**src/ebr_pkg.sv**
```systemverilog
// Shared constants and types for the emulation-prevention byte remover.
package ebr_pkg;

  localparam int BYTE_W         = 8;
  localparam int WORD_W         = 32;
  localparam int SIZE_W         = 17;
  localparam int LANE_W         = 2;
  localparam int RUN_W          = 2;
  localparam int MAX_UNIT_BYTES = 65536;

  // Emulation-prevention byte and the saturating counts
  localparam logic [BYTE_W-1:0] EPB_BYTE     = 8'h03;
  localparam logic [BYTE_W-1:0] ZERO_BYTE    = 8'h00;
  localparam logic [RUN_W-1:0]  RUN_SAT      = 2'd2;
  localparam logic [RUN_W-1:0]  HEAD_SAT     = 2'd2;
  localparam logic [LANE_W-1:0] LANE_LAST    = 2'd3;
  localparam logic [BYTE_W-1:0] PAD_RESET    = 8'hFF;
  localparam logic [SIZE_W-1:0] MAX_UNIT     = SIZE_W'(MAX_UNIT_BYTES);

  typedef logic [BYTE_W-1:0] byte_t;
  typedef logic [WORD_W-1:0] word_t;
  typedef logic [SIZE_W-1:0] size_t;

endpackage

```
**src/ebr_in_if.sv**
```systemverilog
// Byte request channel: one raw NAL byte and its last-byte mark.
interface ebr_in_if
  import ebr_pkg::*;
();
  logic  valid;
  logic  ready;
  byte_t data_byte;
  logic  last_byte;

  modport source (output valid, output data_byte, output last_byte, input ready);
  modport sink   (input valid, input data_byte, input last_byte, output ready);
endinterface

```
**src/ebr_out_if.sv**
```systemverilog
// Word request channel: packed word, unit close flag and padded size.
interface ebr_out_if
  import ebr_pkg::*;
();
  logic  valid;
  logic  ready;
  word_t word;
  logic  word_valid;
  logic  unit_end;
  size_t padded_size;

  modport source (output valid, output word, output word_valid, output unit_end,
                  output padded_size, input ready);
  modport sink   (input valid, input word, input word_valid, input unit_end,
                  input padded_size, output ready);
endinterface

```
**src/emulation_byte_remover_word_packer.sv**
```systemverilog
// Top level: emulation-prevention byte removal and big-endian word packing.
//
// in_ch carries one NAL byte per request with last_byte on the unit's final
// byte. Every 0x03 that follows two or more zero bytes, past the first two
// bytes of the unit, is dropped. Kept bytes are packed four to a word, first
// byte in bits 31..24, and each full word leaves on out_ch. The last byte
// closes the unit: a partial word is filled with pad_byte and the padded byte
// count is reported with unit_end set.
// The user must write pad_byte through cfg_wr_en/cfg_wr_data only while
// the block is idle; the block itself does not enforce it. Timing: a result
// appears on out_ch the cycle after its byte is accepted. The rate is one
// byte per cycle, set by the single output register, while it is not stalled.
// Reset clears the unit state and the output register and sets pad_byte to
// 0xFF. When the receiver stalls, the result waits in the output register and
// in_ch.ready falls only while that register is full and not being taken.
module emulation_byte_remover_word_packer
  import ebr_pkg::*;
(
  input  logic        clk,
  input  logic        rst,
  input  logic        cfg_wr_en,
  input  byte_t       cfg_wr_data,
  ebr_in_if.sink      in_ch,
  ebr_out_if.source   out_ch
);

  // Registers
  byte_t                 pad_byte;
  logic [RUN_W-1:0]      zero_run, zero_run_next;
  logic [RUN_W-1:0]      head_count, head_count_next;
  logic [23:0]           partial_word, partial_word_next;
  logic [LANE_W-1:0]     lane_index, lane_index_next;
  size_t                 kept_count, kept_count_next;
  logic                  res_valid, res_valid_next;
  word_t                 res_word, res_word_next;
  logic                  res_word_valid, res_word_valid_next;
  logic                  res_unit_end, res_unit_end_next;
  size_t                 res_size, res_size_next;

  logic                  in_fire;
  logic                  drop;
  logic                  full;
  logic                  produce;
  word_t                 full_word;
  logic [SIZE_W:0]       size_sum;
  logic [SIZE_W:0]       size_round;
  size_t                 size_val;

  assign in_ch.ready = !res_valid || out_ch.ready;
  assign in_fire     = in_ch.valid && in_ch.ready;

  // Configuration register
  always_ff @(posedge clk) begin
    if (rst) begin
      pad_byte <= PAD_RESET;
    end else if (cfg_wr_en) begin
      pad_byte <= cfg_wr_data;
    end
  end

  // Drop decision, run tracking and packing
  always_comb begin
    drop = (head_count >= HEAD_SAT) && (in_ch.data_byte == EPB_BYTE) &&
           (zero_run >= RUN_SAT);

    if (in_ch.data_byte == ZERO_BYTE) begin
      zero_run_next = (zero_run >= RUN_SAT) ? RUN_SAT : zero_run + 2'd1;
    end else begin
      zero_run_next = '0;
    end
    head_count_next = (head_count < HEAD_SAT) ? head_count + 2'd1 : head_count;

    full              = 1'b0;
    full_word         = '0;
    partial_word_next = partial_word;
    lane_index_next   = lane_index;
    kept_count_next   = kept_count;
    if (!drop) begin
      if (kept_count < MAX_UNIT) begin
        kept_count_next = kept_count + 1'b1;
      end
      if (lane_index == LANE_LAST) begin
        full              = 1'b1;
        full_word         = {partial_word, in_ch.data_byte};
        partial_word_next = '0;
        lane_index_next   = '0;
      end else begin
        partial_word_next = {partial_word[15:0], in_ch.data_byte};
        lane_index_next   = lane_index + 2'd1;
      end
    end

    // Padded size: round up to a multiple of four, clamp to the maximum
    size_sum   = {1'b0, kept_count_next} + (SIZE_W+1)'(3);
    size_round = size_sum & ~((SIZE_W+1)'(3));
    if (size_round > {1'b0, MAX_UNIT}) begin
      size_val = MAX_UNIT;
    end else begin
      size_val = size_round[SIZE_W-1:0];
    end

    // Result assembly
    produce             = full || in_ch.last_byte;
    res_word_next       = full_word;
    res_word_valid_next = full;
    res_unit_end_next   = in_ch.last_byte;
    res_size_next       = '0;
    if (in_ch.last_byte) begin
      res_size_next = size_val;
      if (!full) begin
        unique case (lane_index_next)
          2'd1: begin
            res_word_next       = {partial_word_next[7:0], pad_byte, pad_byte, pad_byte};
            res_word_valid_next = 1'b1;
          end
          2'd2: begin
            res_word_next       = {partial_word_next[15:0], pad_byte, pad_byte};
            res_word_valid_next = 1'b1;
          end
          2'd3: begin
            res_word_next       = {partial_word_next[23:0], pad_byte};
            res_word_valid_next = 1'b1;
          end
          default: begin
            res_word_next       = '0;
            res_word_valid_next = 1'b0;
          end
        endcase
      end
      // Unit closes: state returns to its reset value
      zero_run_next     = '0;
      head_count_next   = '0;
      partial_word_next = '0;
      lane_index_next   = '0;
      kept_count_next   = '0;
    end

    if (in_fire && produce) begin
      res_valid_next = 1'b1;
    end else if (out_ch.ready) begin
      res_valid_next = 1'b0;
    end else begin
      res_valid_next = res_valid;
    end
  end

  // Unit state
  always_ff @(posedge clk) begin
    if (rst) begin
      zero_run     <= '0;
      head_count   <= '0;
      partial_word <= '0;
      lane_index   <= '0;
      kept_count   <= '0;
    end else if (in_fire) begin
      zero_run     <= zero_run_next;
      head_count   <= head_count_next;
      partial_word <= partial_word_next;
      lane_index   <= lane_index_next;
      kept_count   <= kept_count_next;
    end
  end

  // Output register
  always_ff @(posedge clk) begin
    if (rst) begin
      res_valid <= 1'b0;
    end else begin
      res_valid <= res_valid_next;
    end
  end

  always_ff @(posedge clk) begin
    if (in_fire && produce) begin
      res_word       <= res_word_next;
      res_word_valid <= res_word_valid_next;
      res_unit_end   <= res_unit_end_next;
      res_size       <= res_size_next;
    end
  end

  assign out_ch.valid       = res_valid;
  assign out_ch.word        = res_word;
  assign out_ch.word_valid  = res_word_valid;
  assign out_ch.unit_end    = res_unit_end;
  assign out_ch.padded_size = res_size;

  // Mid-unit results always carry a full word and no size
  a_mid_unit_word: assert property (@(posedge clk) disable iff (rst)
    res_valid && !res_unit_end |-> res_word_valid && (res_size == '0))
    else $error("mid-unit result without a full word or with a size");

  // Reported size is a multiple of four and within the limit
  a_size_range: assert property (@(posedge clk) disable iff (rst)
    res_valid && res_unit_end |-> (res_size[1:0] == 2'b00) && (res_size <= MAX_UNIT))
    else $error("padded size out of range");

  // The last byte leaves the unit state cleared
  a_unit_clear: assert property (@(posedge clk) disable iff (rst)
    in_fire && in_ch.last_byte |=> (lane_index == '0) && (kept_count == '0) &&
                                   (head_count == '0) && (zero_run == '0))
    else $error("unit state not cleared after last byte");

  // A byte that closes a unit always yields a result
  a_close_result: assert property (@(posedge clk) disable iff (rst)
    in_fire && in_ch.last_byte |=> res_valid && res_unit_end)
    else $error("unit closed without a result");

endmodule

```
**src/flat_wrapper.sv**
```systemverilog
// flat-port wrapper written by rule: the top's interface ports become plain ports
module emulation_byte_remover_word_packer_flat import ebr_pkg::*;
  (clk, rst, cfg_wr_en, cfg_wr_data, in_ch_valid, in_ch_data_byte, in_ch_last_byte, in_ch_ready, out_ch_valid, out_ch_word, out_ch_word_valid, out_ch_unit_end, out_ch_padded_size, out_ch_ready);
  ebr_in_if in_ch_i ();
  ebr_out_if out_ch_i ();
  input  logic clk;
  input  logic rst;
  input  logic cfg_wr_en;
  input  byte_t cfg_wr_data;
  input wire logic [$bits(in_ch_i.valid)-1:0] in_ch_valid;
  input wire logic [$bits(in_ch_i.data_byte)-1:0] in_ch_data_byte;
  input wire logic [$bits(in_ch_i.last_byte)-1:0] in_ch_last_byte;
  output wire logic [$bits(in_ch_i.ready)-1:0] in_ch_ready;
  output wire logic [$bits(out_ch_i.valid)-1:0] out_ch_valid;
  output wire logic [$bits(out_ch_i.word)-1:0] out_ch_word;
  output wire logic [$bits(out_ch_i.word_valid)-1:0] out_ch_word_valid;
  output wire logic [$bits(out_ch_i.unit_end)-1:0] out_ch_unit_end;
  output wire logic [$bits(out_ch_i.padded_size)-1:0] out_ch_padded_size;
  input wire logic [$bits(out_ch_i.ready)-1:0] out_ch_ready;
  assign in_ch_i.valid = in_ch_valid;
  assign in_ch_i.data_byte = in_ch_data_byte;
  assign in_ch_i.last_byte = in_ch_last_byte;
  assign in_ch_ready = in_ch_i.ready;
  assign out_ch_valid = out_ch_i.valid;
  assign out_ch_word = out_ch_i.word;
  assign out_ch_word_valid = out_ch_i.word_valid;
  assign out_ch_unit_end = out_ch_i.unit_end;
  assign out_ch_padded_size = out_ch_i.padded_size;
  assign out_ch_i.ready = out_ch_ready;
  emulation_byte_remover_word_packer u_core (.clk(clk), .rst(rst), .cfg_wr_en(cfg_wr_en), .cfg_wr_data(cfg_wr_data), .in_ch(in_ch_i), .out_ch(out_ch_i));
endmodule
```
**config.mk**
```make
export PLATFORM = sky130hd
export DESIGN_NAME = emulation_byte_remover_word_packer_flat
export DESIGN_NICKNAME = d
export VERILOG_FILES = /design/src/ebr_pkg.sv /design/src/ebr_in_if.sv /design/src/ebr_out_if.sv /design/src/emulation_byte_remover_word_packer.sv /design/src/flat_wrapper.sv
export SDC_FILE = /design/constraint.sdc
export NUM_CORES = 1
export LEC_CHECK = 0
export BUFFER_PORTS_ARGS = -buffer_cell sky130_fd_sc_hd__buf_2
export CORE_MARGIN = 1
export CORE_UTILIZATION = 52
export CTS_CLUSTER_DIAMETER = 150
export CTS_CLUSTER_SIZE = 16
export DETAILED_ROUTE_END_ITERATION = 7
export PLACE_DENSITY = 0.76
export SLEW_MARGIN = 20
export SYNTH_ARGS = -nofsm -noshare
export SYNTH_HDL_FRONTEND = slang
export SYNTH_SLANG_ARGS = --single-unit
export TNS_END_PERCENT = 20
```
**constraint.sdc**
```tcl
create_clock -name clk -period 3 [get_ports clk]
set_clock_uncertainty 0.1 [all_clocks]
set_input_delay 0.15 -clock clk [delete_from_list [all_inputs] [get_ports clk]]
set_output_delay 0.15 -clock clk [all_outputs]
set_load 0.1 [all_outputs]
```
==> results.cfg, run 1 <==
[power]
total_leakage_power_nw = 2.56
clkPwrFrac_pct = 28.4
p_int_mw = 2.11
power_density_nw_per_um2 = 470
p_sw_share_pct = 32.5
seqPwrFrac_pct = 51.1
combPwrFrac_pct = 20.5
total_power_mw = 3.12
ir_drop_uv = 322
p_sw_mw = 1.01

[die]
rows = 37
start_util_pct = 53.4
fp.dieArea_um2 = 11000
num_io_pins = 75
die_w_um = 105
fp.dieH_um = 105
core_um2 = 10300

[drt]
wl_per_cell_um = 18.4
viasPerCell = 6.13
first_pass_iters = 5
vias = 5225
drc = 0
drt-total-wl_mm = 15.7
ant_nets = 0
drtIter0Drc = 444

[cts]
clk_pin_slew_ns = 0.10
cts_root_buffer = clkbuf_8
cts_tree = yes
clk_path_buf_depth = 2
htree_levels = 3
cts_sinks = 105
clk_latency_ns = 0.37
cts_made_buffers = 9

[final_layout]
finalNetCount = 737
area_delta_synth_final_pct = 21.0
fin_util_pct = 64.6
final_common_cell = nor2_1
n_fill_cell = 890
multiInputGateArea_um2 = 2760
drive_gt1_share_pct = 25.0
stdcell_count = 853
num_antenna_cells = 0
regArea_um2 = 2600
final_cell_mix = 81 x nor2_1, 72 x buf_2, 66 x nand2_1, 52 x dfxtp_1, 49 x edfxtp_1

[placement]
gp_congestion = 0.916
port_buffers = 72
placedCellCount = 822
dp_hpwl_mm = 10.8

[timing]
finalSetupViolCount = 0
max_slew_margin_pct = 40.7
rsz0062_at_grt = true
timing.hold.ws_ns = 0.0628
drv_slew = 0
report.final.hold_viol_count = 0
fmax_mhz = 333
tightest_slew_ns = 0.890
finalCritPeriodShare_pct = 100
min_period_ns = 3.00
fin_setup_tns_ns = 0

[setup_path]
r2r-end = u_core.out_ch.padded_size[13]$_SDFFCE_PP0P_
ff2ff_setup_slack_ns = 0.000003
cp-endpoint = u_core.out_ch.padded_size[13]$_SDFFCE_PP0P_
critical_path_class = flop to flop
rr_worst_depth = 11
cp.required_ns = 3.03
slowest_stage = or4_4
endpoint_kind = flop
start_kind = flop
crit_fanout = 7
reg2reg_from = u_core.head_count[0]$_SDFFE_PP0P_
critPathMaxStageDelay_ns = 0.44
worstPathCellList = inv_2, ha_4, o2111a_2, a311o_4, or4_4, a22oi_2, nand4_4, o311ai_4, buf_6, buf_16, nor3_2
crit_start = u_core.head_count[0]$_SDFFE_PP0P_
arrival_ns = 3.03

[global_route]
antenna_found_initial = 0
grtUsageTotal_pct = 29.2
grt_max_degree = 50
gr-total-overflow = 0
grt_pass1_wl_mm = 24.7
grt_pass1_vias = 4692

[synthesis]
syn_area_um2 = 5490
ys.flop_type = dfxtp_1
yosysSeqAreaShare_pct = 47.2
synthArstFlopShare_pct = 0
synth_edf_count = 49
postSynthCellCount = 612
synth_cell_types = 63
ys_ff_latch = 105
syn-mean-instance-area_um2 = 8.98
yosysWarningCount = 0

[flow_run]
drv_cap = 0

[run_status]
status = complete, no violations

[worst_hold_path]
hold_depth = 2
holdCritPathClass = input port to flop
hp-start = in_ch_data_byte[2]
## kinds of logic (layout without fill, tap and decap cells)
kind of cell,after synthesis,in the layout,synth area share [%]
AND/OR/NAND/NOR,246,246,22.3
XOR/XNOR,12,12,1.91
adder cells (fa/ha/maj),3,3,0.683
flip-flops,105,105,47.2
AO/OA/AOI/OAI,189,189,23.6
multiplexers,1,1,0.205
buffers and inverters,55,159,3.99
other,1,2,0.0683
## worst min path at each step
stage | slack, ns | to
after floorplan | 0.15 | u_core.out_ch.unit_end$_DFFE_PP_
after global placement | 0.26 | u_core.pad_byte[4]$_SDFFE_PP1P_
after detailed placement | 0.26 | u_core.pad_byte[2]$_SDFFE_PP1P_
after CTS | 0.05 | u_core.out_ch.word[2]$_DFFE_PP_
after global routing | 0.06 | u_core.out_ch.word[6]$_DFFE_PP_
final | 0.06 | u_core.out_ch.word[2]$_DFFE_PP_
## critical path, delay by kind of cell, from the launching register on
kind | cells | cell delay (ns)
flip-flops | 1 | 0.35
buffers and inverters | 3 | 0.31
adder cells (fa/ha/maj) | 1 | 0.16
AO/OA/AOI/OAI | 4 | 1.17
AND/OR/NAND/NOR | 3 | 0.68
## per-stage QoR
step / worst slack (ns) / cell area [um^2]
finish: 0.00000333 / 6640
global route: -0.106 / 6640
CTS: -0.00725 / 6600
detailed placement: -0.0465 / 6240
global placement: 0.0356 / 6240
floorplan: -0.0175 / 5530
## per-layer routing
metal	GRT usage [%]	vias up	wire length (um)
met4	8.55	0	200
met5	0	-	0
met3	6.18	20	1730
met1	44.3	2447	7000
li1	-	2453	-
met2	41.5	305	6760
## state kept, by name (all words and copies together), names as in the netlist
register	flops
u_core.out_ch.valid	1
u_core.out_ch.word	32
u_core.head_count	2
u_core.lane_index	2
u_core.zero_run	2
u_core.partial_word	24
u_core.kept_count	17
u_core.out_ch.unit_end	1
u_core.pad_byte	8
u_core.out_ch.word_valid	1
u_core.out_ch.padded_size	15
## cell type report
type	count	share of cell area, %
multi-input combinational	453	41.5
tap	136	2.56
clock inverter	7	1.17
clock buffer	9	1.86
sequential	105	39.1
timing repair buffer	130	13.0
inverter	13	0.791
## synthesized netlist by cell type, types with 5 or more instances
library cell   n  area share (%)
o21ai_0       47             4.3
a21oi_1       35             3.2
a32oi_1        5            0.80
nand2_1       66             4.5
a211o_1        8             1.3
and2_1         6            0.68
inv_1         13            0.89
nand3_1       11             1.0
or3_1          5            0.57
a22oi_1       40             5.5
and3_1         6            0.68
edfxtp_1      49              27
nor3b_1       11             1.5
xor2_1         5            0.80
dfxtp_1       56              20
nor3_1        15             1.4
nor2b_1       14             1.6
a22o_1         8             1.3
xnor2_1        7             1.1
nor2_1        82             5.6
o31ai_1        5            0.68
a211oi_1       7            0.96
clkbuf_1      34             2.3
a31oi_1       13             1.5
## power by group through the flow
stage	sequential [mW]	clock (mW)	combinational, mW
4_1_cts	1.59	0.899	0.631
3_3_place_gp	1.62	0	0.608
3_5_place_dp	1.63	0	0.612
5_1_grt	1.60	0.954	0.673
6_report	1.60	0.888	0.639
2_1_floorplan	1.86	0	0.221
## timing repair
item,in CTS,in global routing
endpoints found under the hold margin,9,0
hold buffers,9,0
cloned,1,0
endpoints found under the setup margin,14,21
pin swaps,2,7
gates resized for setup,3,15
setup buffers,4,2
Note: power is estimated with default switching activity, not from simulation.
==> inputs of run 2 (changes only) <==
ABC_AREA = 1   (was default)
CORE_UTILIZATION = 53   (was 52)
PLACE_DENSITY = 0.77   (was 0.76)
==> run 2 against run 1 <==
Effect of this change: non-clock buffer count down 10; clock power down 3.5%; synthesized area up 5.7%; largest power group unchanged; sequential share of layout area down 1.9 points; total power down 2.6%; sequential cell count unchanged.
==> results.cfg, run 2 <==
[timing]
worst_slack_ns = 0.139
report.final.hold_viol_count = 0
finalSetupViolCount = 0
fin_setup_tns_ns = 0
rsz0062_at_grt = true
max_slew_margin_pct = 56.6
tightest_slew_ns = 0.650
min_period_ns = 2.86
timing.hold.ws_ns = 0.0382
drv_slew = 0
fmax_mhz = 350
finalCritPeriodShare_pct = 95.4

[setup_path]
critPathMaxStageDelay_ns = 0.45
reg2reg_from = u_core.zero_run[1]$_SDFFE_PP0P_
cpLargestDelayFamily = simple AND/OR/NAND/NOR gates
rr_worst_depth = 20
slowest_stage = dfxtp_1
arrival_ns = 2.90
worstPathCellList = nand2_1, nor2_1, nand3_4, buf_12, clkbuf_16, nand3_1, nand2_2, nor2_2, nand2_1, nor2_4, buf_4, nand3_1, nand2_1, nand2_1, nand2_1, nor2_1, nand2_1, nand2_2, nand2_4, nor2_2
critPathBufInv = 3
r2r-end = u_core.out_ch.padded_size[8]$_SDFFCE_PP0P_
crit_fanout = 14
cp.required_ns = 3.04
path_common_cell = nand2_1
start_kind = flop
ff2ff_setup_slack_ns = 0.14
critical_path_class = flop to flop
endpoint_kind = flop

[cts]
clk_latency_ns = 0.38
cts_tree = yes
cts_sinks = 105
htree_levels = 3
clk_pin_slew_ns = 0.11
cts_root_buffer = clkbuf_8
clk_path_buf_depth = 2
cts_made_buffers = 9

[global_route]
grtUsageTotal_pct = 27.4
grt_pass1_wl_mm = 24.5
grt_pass1_vias = 4954
grt_max_degree = 51
gr-total-overflow = 0
antenna_found_initial = 0

[synthesis]
synth_cell_types = 33
syn_area_um2 = 5800
ys.flop_type = dfxtp_1
yosys-top-cells-area = edfxtp_1 25%, dfxtp_1 19%, nand2_1 14%, a21oi_1 6.4%, inv_1 6.3%
synth_edf_count = 49
postSynthCellCount = 786
syn-mean-instance-area_um2 = 7.38
yosysWarningCount = 0
synth_top_cell_area_share_pct = 25.4
synthArstFlopShare_pct = 0
yosysTopAreaCell = edfxtp_1
ys_ff_latch = 105
yosys-top-cells-count = 211 x nand2_1, 98 x inv_1, 74 x a21oi_1, 56 x dfxtp_1
yosysMostFrequentCell = nand2_1
yosysSeqAreaShare_pct = 44.7

[die]
fp.dieArea_um2 = 11400
rows = 37
fp.dieH_um = 107
core_um2 = 10500
num_io_pins = 75
start_util_pct = 55.5
die_w_um = 107

[drt]
viasPerCell = 5.65
drc = 0
wl_per_cell_um = 15.4
drtIter0Drc = 626
vias = 5785
ant_nets = 0
drt-total-wl_mm = 15.8
first_pass_iters = 7

[power]
total_power_mw = 3.04
p_sw_share_pct = 33.2
clkPwrFrac_pct = 28.2
p_sw_mw = 1.01
total_leakage_power_nw = 2.79
combPwrFrac_pct = 19.9
seqPwrFrac_pct = 51.9
power_density_nw_per_um2 = 435
p_int_mw = 2.03
ir_drop_uv = 276

[worst_hold_path]
hp-start = cfg_wr_en
holdCritPathClass = input port to flop
hold_depth = 2
hold_end = u_core.pad_byte[7]$_SDFFE_PP1P_

[final_layout]
largest_reg_flops = 32
n_fill_cell = 870
area_delta_synth_final_pct = 20.4
final_cell_mix = 195 x nand2_1, 94 x inv_1, 73 x a21oi_1, 72 x buf_2, 53 x dfxtp_1
drive_gt1_share_pct = 23.3
finalNetCount = 907
final_common_cell = nand2_1
num_antenna_cells = 0
stdcell_count = 1023

[placement]
placedCellCount = 982
port_buffers = 72
place_ws_ns = -0.0282
dp_hpwl_mm = 10.8
gp_congestion = 0.947

[run_status]
status = complete, no violations

[flow_run]
drv_cap = 0
run 2: worst max-delay path by stage:
stage                                      startpoint                                           to  cells past startpoint
finish                u_core.zero_run[1]$_SDFFE_PP0P_   u_core.out_ch.padded_size[8]$_SDFFCE_PP0P_                     20
global route          u_core.zero_run[1]$_SDFFE_PP0P_   u_core.out_ch.padded_size[5]$_SDFFCE_PP0P_                     22
CTS                 u_core.head_count[0]$_SDFFE_PP0P_   u_core.out_ch.padded_size[2]$_SDFFCE_PP0P_                     22
detailed placement  u_core.head_count[0]$_SDFFE_PP0P_   u_core.out_ch.padded_size[2]$_SDFFCE_PP0P_                     22
global placement    u_core.head_count[0]$_SDFFE_PP0P_  u_core.out_ch.padded_size[13]$_SDFFCE_PP0P_                     22
floorplan            u_core.out_ch.valid$_SDFFE_PP0P_  u_core.out_ch.padded_size[10]$_SDFFCE_PP0P_                      4
run 2: layout make-up:
type | count | area, um^2 | share of cell area (%)
clock inverters | 5 | 48.8 | 0.698
clock buffers | 11 | 141 | 2.02
flip-flops and latches | 105 | 2600 | 37.2
well taps | 136 | 170 | 2.43
multi-input cells | 544 | 2830 | 40.5
repair buffers | 120 | 821 | 11.7
inverters | 102 | 383 | 5.48
run 2: layer usage:
layer  vias up  track usage (%)  part of all wire, %
met5         -                0                    0
met4         0             10.5                  2.1
met3        28             4.07                   11
met2       346             40.1                   43
met1      2608             40.7                   44
li1       2803                -                    -
run 2: power by group through the flow:
stage          clock network [mW]  registers [mW]  logic, mW
6_report                    0.857            1.58      0.606
5_1_grt                     0.919            1.58      0.640
4_1_cts                     0.859            1.58      0.589
3_5_place_dp                    0            1.61      0.576
3_3_place_gp                    0            1.61      0.570
2_1_floorplan                   0            1.85      0.218
run 2: logic make-up after synthesis:
group | Yosys count | share of synthesized area (%)
AOI/OAI and AO/OA | 165 | 16.2
other | 1 | 0.0646
and+or+nand+nor | 373 | 28.9
adders and majority gates | 3 | 0.647
DFF | 105 | 44.7
buffers and inverters | 139 | 9.57
run 2: worst reg2reg max path: stages (launching register included):
cell and delay (ns):
dfxtp_1 0.45, nand2_1 0.08, nor2_1 0.18, nand3_4 0.12
buf_12 0.15, clkbuf_16 0.16, nand3_1 0.08, nand2_2 0.11
nor2_2 0.15, nand2_1 0.09, nor2_4 0.11, buf_4 0.12
nand3_1 0.08, nand2_1 0.07, nand2_1 0.08, nand2_1 0.08
nor2_1 0.04, nand2_1 0.06, nand2_2 0.09, nand2_4 0.16
nor2_2 0.05
run 2: through the flow:
step,util [%],cell area [um^2]
after global routing,66.8,6990
after global placement,61.1,6390
after detailed placement,61.1,6390
after CTS,64.0,6700
after floorplan,-,5830
final,66.8,6990
run 2: timing repair:
item,CTS,global route
resized for setup,1,49
buffers inserted,0,11
hold endpoints to repair,11,0
hold buffers,11,0
pin swaps,0,7
gates cloned,0,3
setup endpoints to repair,11,22
